<file path="config.mk">
export PLATFORM = sky130hd
export DESIGN_NAME = gbs_mean_unit
export DESIGN_NICKNAME = d
export VERILOG_FILES = /design/src/sv/grid_box_smoothing_defines.svh /design/src/sv/gbs_pkg.sv /design/src/sv/gbs_mean_unit.sv
export SDC_FILE = /design/constraint.sdc
export NUM_CORES = 1
export LEC_CHECK = 0
export BUFFER_PORTS_ARGS = -buffer_cell sky130_fd_sc_hd__buf_4
export CORE_MARGIN = 2
export CORE_UTILIZATION = 48
export CTS_BUF_LIST = sky130_fd_sc_hd__clkbuf_2 sky130_fd_sc_hd__clkbuf_4 sky130_fd_sc_hd__clkbuf_8
export DETAILED_ROUTE_END_ITERATION = 16
export GPL_TIMING_DRIVEN = 0
export SYNTH_ARGS = -nofsm -noshare
export SYNTH_HDL_FRONTEND = slang
export SYNTH_SLANG_ARGS = --single-unit
</file>
<file path="constraint.sdc">
create_clock -name clk -period 8.9 [get_ports clk]
set_input_delay 0.89 -clock clk [delete_from_list [all_inputs] [get_ports clk]]
set_output_delay 0.89 -clock clk [all_outputs]
set_load 0.1 [all_outputs]
</file>
<file path="src/sv/grid_box_smoothing_defines.svh">
// Assertion macros shared by the grid box smoothing RTL.
// Depends on nothing; the assertions compile away when SYNTH is defined.
`ifndef GRID_BOX_SMOOTHING_DEFINES_SVH
`define GRID_BOX_SMOOTHING_DEFINES_SVH
`ifndef SYNTH
`define GBS_ASSERT_IMP(label, clk, rst, ante, cons) \
  label: assert property (@(posedge clk) disable iff (rst) (ante) |-> (cons)) \
    else $error("grid box smoothing: same-cycle check failed");
`define GBS_ASSERT_NXT(label, clk, rst, ante, cons) \
  label: assert property (@(posedge clk) disable iff (rst) (ante) |=> (cons)) \
    else $error("grid box smoothing: next-cycle check failed");
`else
`define GBS_ASSERT_IMP(label, clk, rst, ante, cons)
`define GBS_ASSERT_NXT(label, clk, rst, ante, cons)
`endif
`endif

</file>
<file path="src/sv/gbs_pkg.sv">
// Package for the grid box smoothing block: sizes, codes and shared types.
// Used by gbs_mean_unit and grid_box_smoothing; depends on nothing.
package gbs_pkg;

  localparam int MAX_SIDE    = 64;
  localparam int SAMPLE_BITS = 16;
  localparam int STORE_DEPTH = MAX_SIDE * MAX_SIDE;
  localparam int ADDR_W      = $clog2(STORE_DEPTH);
  localparam int SIDE_W      = $clog2(MAX_SIDE + 1);

  localparam int OP_W        = 2;
  localparam int IDX_W       = 12;
  localparam int PASS_W      = 3;
  localparam int GRID_SIDE_W = 7;
  localparam int CFG_IDX_W   = 2;
  localparam int CFG_DATA_W  = 7;

  localparam logic [CFG_IDX_W-1:0] REG_PASS_COUNT = CFG_IDX_W'(0);
  localparam logic [CFG_IDX_W-1:0] REG_GRID_SIDE  = CFG_IDX_W'(1);

  localparam logic [PASS_W-1:0]      PASS_COUNT_RESET = PASS_W'(2);
  localparam logic [GRID_SIDE_W-1:0] GRID_SIDE_RESET  = GRID_SIDE_W'(64);

  // Mean of nine: the sum is biased to a non-negative value and divided by a
  // reciprocal multiply followed by a single correction step.
  localparam int BOX_AREA     = 9;
  localparam int SUM_W        = SAMPLE_BITS + 4;
  localparam int V_W          = SAMPLE_BITS + 5;
  localparam int RECIP_SHIFT  = SAMPLE_BITS + 6;
  localparam int RECIP_W      = RECIP_SHIFT - 3;
  localparam int PROD_W       = V_W + RECIP_W;
  localparam longint unsigned RECIP_FULL = (64'd1 << RECIP_SHIFT) / BOX_AREA;
  localparam logic [RECIP_W-1:0] RECIP   = RECIP_W'(RECIP_FULL);
  localparam logic [V_W-1:0] MEAN_BIAS   =
    V_W'((64'(BOX_AREA) << SAMPLE_BITS) + 64'd4);

  typedef enum logic [OP_W-1:0] {
    OP_WRITE  = 2'd0,
    OP_READ   = 2'd1,
    OP_SMOOTH = 2'd2,
    OP_NONE   = 2'd3
  } op_t;

  typedef struct packed {
    logic valid;
    logic first;
    logic last;
  } tap_ctl_t;

endpackage

</file>
<file path="src/sv/gbs_mean_unit.sv">
// Shared accumulate and divide-by-nine unit of the grid box smoothing block.
// Depends on gbs_pkg.
module gbs_mean_unit (
  input  logic                                  clk,
  input  logic                                  rst,
  input  gbs_pkg::tap_ctl_t                     tap,
  input  logic signed [gbs_pkg::SAMPLE_BITS-1:0] tap_sample,
  output logic                                  mean_valid,
  output logic signed [gbs_pkg::SAMPLE_BITS-1:0] mean
);
  import gbs_pkg::*;

  logic signed [SUM_W-1:0] acc;
  logic signed [SUM_W-1:0] acc_next;
  logic signed [SUM_W-1:0] sum;
  logic                    sum_valid;
  logic [V_W-1:0]          biased;
  logic [PROD_W-1:0]       prod;
  logic [V_W-1:0]          q_est;
  logic [V_W-1:0]          v_held;
  logic                    q_valid;
  logic [V_W+3:0]          q_times9;
  logic [V_W+3:0]          remainder;
  logic [V_W-1:0]          q;

  always_comb begin
    acc_next  = tap.first ? SUM_W'(tap_sample) : acc + SUM_W'(tap_sample);
    biased    = V_W'(sum) + MEAN_BIAS;
    prod      = PROD_W'(biased) * PROD_W'(RECIP);
    q_times9  = ((V_W + 4)'(q_est) << 3) + (V_W + 4)'(q_est);
    remainder = (V_W + 4)'(v_held) - q_times9;
    q         = (remainder >= (V_W + 4)'(BOX_AREA)) ? q_est + V_W'(1) : q_est;
  end

  always_ff @(posedge clk) begin
    if (tap.valid) begin
      acc <= acc_next;
    end
    if (tap.valid && tap.last) begin
      sum <= acc_next;
    end
    q_est  <= V_W'(prod >> RECIP_SHIFT);
    v_held <= biased;
    mean   <= q[SAMPLE_BITS-1:0];
  end

  always_ff @(posedge clk) begin
    if (rst) begin
      sum_valid  <= 1'b0;
      q_valid    <= 1'b0;
      mean_valid <= 1'b0;
    end else begin
      sum_valid  <= tap.valid && tap.last;
      q_valid    <= sum_valid;
      mean_valid <= q_valid;
    end
  end

endmodule

</file>
==> results.sh <==
export IMPL_dieWidth_microns=157
export IMPL_drt_iter0_markers=422
export IMPL_timing_critical_path_max_delay_family="adder cells"
export IMPL_end_kind="register"
export IMPL_syn_to_final_growth_pct=7.65
export IMPL_root_buffer="clkbuf_8"
export IMPL_synth_top_cell_by_area="ha_1"
export IMPL_grt_setup_unrepaired="no"
export IMPL_synth_distinct_cells=69
export IMPL_arrival_ns=8.18
export IMPL_synth_most_common_cell="ha_1"
export IMPL_first_global_vias=7986
export IMPL_crit_fanout=7
export IMPL_htreeDepth=3
export IMPL_slowest_stage="fa_1"
export IMPL_clock_sinks=98
export IMPL_dieArea_sq_mm=0.0246
export IMPL_wl_microns=24600
export IMPL_vias=7988
export IMPL_met2_usage_pct=36.7
export IMPL_critPathBufInv=5
export IMPL_yosysWarningCount=0
export IMPL_slowest_delay_ns=0.57
export IMPL_drv_cap=0
export IMPL_ant_nets=0
export IMPL_grt_overflow_total=0
export IMPL_relSlewSlack_pct=34.9
export IMPL_layout_drive_gt1_share_pct=6.31
export IMPL_finalCriticalPeriod_ns=7.89
export IMPL_ys_ff_latch=98
export IMPL_cts_tree="yes"
export IMPL_avgRoutedWirePerCell_microns=16.2
export IMPL_vias_per_cell=5.27
export IMPL_clk_pin_slew_ns=0.12
export IMPL_cp_start_kind="register"
export IMPL_setup_viol=0
export IMPL_timing_fmax_ghz=0.127
export IMPL_post_cts_buffers=0
export IMPL_cts_resized=0
export IMPL_coreArea_sq_mm=0.0228
export IMPL_drtPass1Iterations=4
export IMPL_start_util_pct=49.3
export IMPL_gr_max_usage_layer="met2"
export IMPL_ctsHoldBuffers=0
export IMPL_synth_edf_count=40
export IMPL_clock_path_buffers=2
export IMPL_slew_viol_final=0
export IMPL_ys_flop_type="dfxtp_1"
export IMPL_required_ns=9.19
export IMPL_hold_viol=0
export IMPL_tightest_slew_ns=0.970
export IMPL_clk_insertion_delay_late_ns=0.40
export IMPL_synthesis_nets=1475
export IMPL_synth_top_area_share_pct=22.9
export IMPL_place_congestion=0.905
export IMPL_track_usage_pct=21.1
export IMPL_io_pins=38
export IMPL_synthTopCellsByCount="ha_1 (206), inv_1 (202), fa_1 (96), dfxtp_1 (58), xnor2_1 (58)"
export IMPL_diodes=0
export IMPL_synth_async_reset_ratio_pct=0
export IMPL_grt_pass1_wl_microns=40600
export IMPL_grt_max_degree=22
export IMPL_yosysSeqAreaShare_pct=21.0
export IMPL_syn_inst=1152
export IMPL_route_detailed_drc=0
export IMPL_dp_hpwl_microns=21200
export IMPL_finalNetCount=1522
export IMPL_status="completed"
export IMPL_synth_area_sq_mm=0.0112
export IMPL_fin_crit_sh_pct=88.6
export IMPL_synthTopCellsByArea="ha_1 (23%), fa_1 (17%), edfxtp_1 (11%), dfxtp_1 (10%), inv_1 (6.8%)"
export IMPL_fp_dieH_microns=157
export IMPL_fp_row_count=55
export IMPL_fin_tns_setup_ns=0
export IMPL_critical_path_class="reg2reg"
export IMPL_met3_usage_pct=2.31
export IMPL_antenna_found_initial=0
export IMPL_cts_made_buffers=9
export IMPL_min_path_type="reg2reg"
export IMPL_worst_clock_skew_ns=0.0194
export IMPL_gr_usage_met1_pct=28.3
export IMPL_port_buffers=36
export IMPL_avgSynthCellArea_sq_um=9.75
==> sequential cells by signal, indices dropped and copies added (netlist names) <==
signal,cells
mean,16
v_held,21
sum,20
sum_valid,1
q_valid,1
q_est,18
mean_valid,1
acc,20
==> per-layer routing <==
layer,share of wire (%),vias to the layer above,wire length [microns]
met5,0,-,0
met4,2.0,0,489
met3,2.4,22,595
met2,48,124,11800
met1,47,3785,11700
li1,-,4057,-
==> final cells by class <==
type                            count  area (sq um)
Inverter                          202           758
Sequential cell                    98          2360
Clock inverter                      7          73.8
Clock buffer                        9           124
Tap cell                          313           392
Buffer                             14          62.6
Fill cell                        2155         10700
Multi-Input combinational cell    838          8050
Timing Repair Buffer               36           270
==> path summary, 6_finish.rpt <==
| check | from | to | slack, ns | cells after the start |
|---|---|---|---|---|
| worst max-delay path | sum[4] | q_est[17] | 1.01 | 26 |
| worst max register to register | sum[4] | q_est[17] | 1.01 | 26 |
| worst min register to register | sum_valid | q_valid | 0.45 | 1 |
| worst min-delay path | sum_valid | q_valid | 0.45 | 1 |
==> metrics by stage <==
| step | worst slack [ns] | instance area (sq um) | instances | utilization, % | hold slack, ns |
|---|---|---|---|---|---|
| 2_1_floorplan | 2.24 | 11200 | 1152 | - | 0.414 |
| 3_3_place_gp | 1.05 | 11900 | 1501 | 52.2 | 0.417 |
| 3_5_place_dp | 0.964 | 11900 | 1501 | 52.2 | 0.427 |
| 4_1_cts | 0.889 | 12100 | 1517 | 53.1 | 0.454 |
| 5_1_grt | 0.373 | 12100 | 1517 | 53.1 | 0.470 |
| 6_report | 1.01 | 12100 | 1517 | 53.1 | 0.450 |
==> worst register-to-register path, cell delays in order, from the launching register on <==
cell	delay [ns]
edfxtp_1	0.42
and3_1	0.21
and3_1	0.26
nand4_1	0.24
nor2_1	0.18
nor2_1	0.08
xnor2_1	0.54
inv_1	0.23
fa_1	0.58
inv_1	0.05
ha_1	0.34
ha_1	0.33
fa_1	0.53
fa_1	0.56
inv_1	0.06
fa_1	0.52
inv_1	0.04
ha_1	0.27
clkbuf_1	0.31
and4_1	0.29
and2_1	0.18
nand2_1	0.05
a2111oi_0	0.54
a2111oi_0	0.19
o31ai_1	0.37
a21oi_1	0.14
xnor2_1	0.25
==> placed cells by master (no fill, tap or decap), types with 5 or more instances in the layout <==
cell type and count:
a211oi_1 15, a21o_1 38, a21oi_1 40, and2_1 7, and3_1 7, buf_2 5
buf_4 37, clkbuf_1 8, clkbuf_8 9, dfxtp_1 58, edfxtp_1 40, fa_1 96
ha_1 206, inv_1 202, nand2_1 46, nand2b_1 10, nand3_1 19, nand4_1 9
nor2_1 48, nor2b_1 9, nor3_1 18, o211ai_1 7, o21a_1 14, o21ai_0 40
o21ai_1 9, o21bai_1 10, o31ai_1 5, or3_1 6, or4_1 6, xnor2_1 58
xor2_1 35
==> cells by family (layout without fill, tap and decap cells) <==
kind of cell	count (synthesis)	in the layout	share of synthesized area, %
DFF	98	98	21.0
xor gates and xnor gates	93	93	7.25
muxes	8	8	0.757
buffers and inverters	216	268	7.31
adders and majority gates	302	302	40.1
AOI/OAI and AO/OA	230	230	14.3
and+or+nand+nor	205	205	9.26
Power is not shown: default switching activity piles up to over one toggle a cycle in this logic, so the estimate is an artifact.
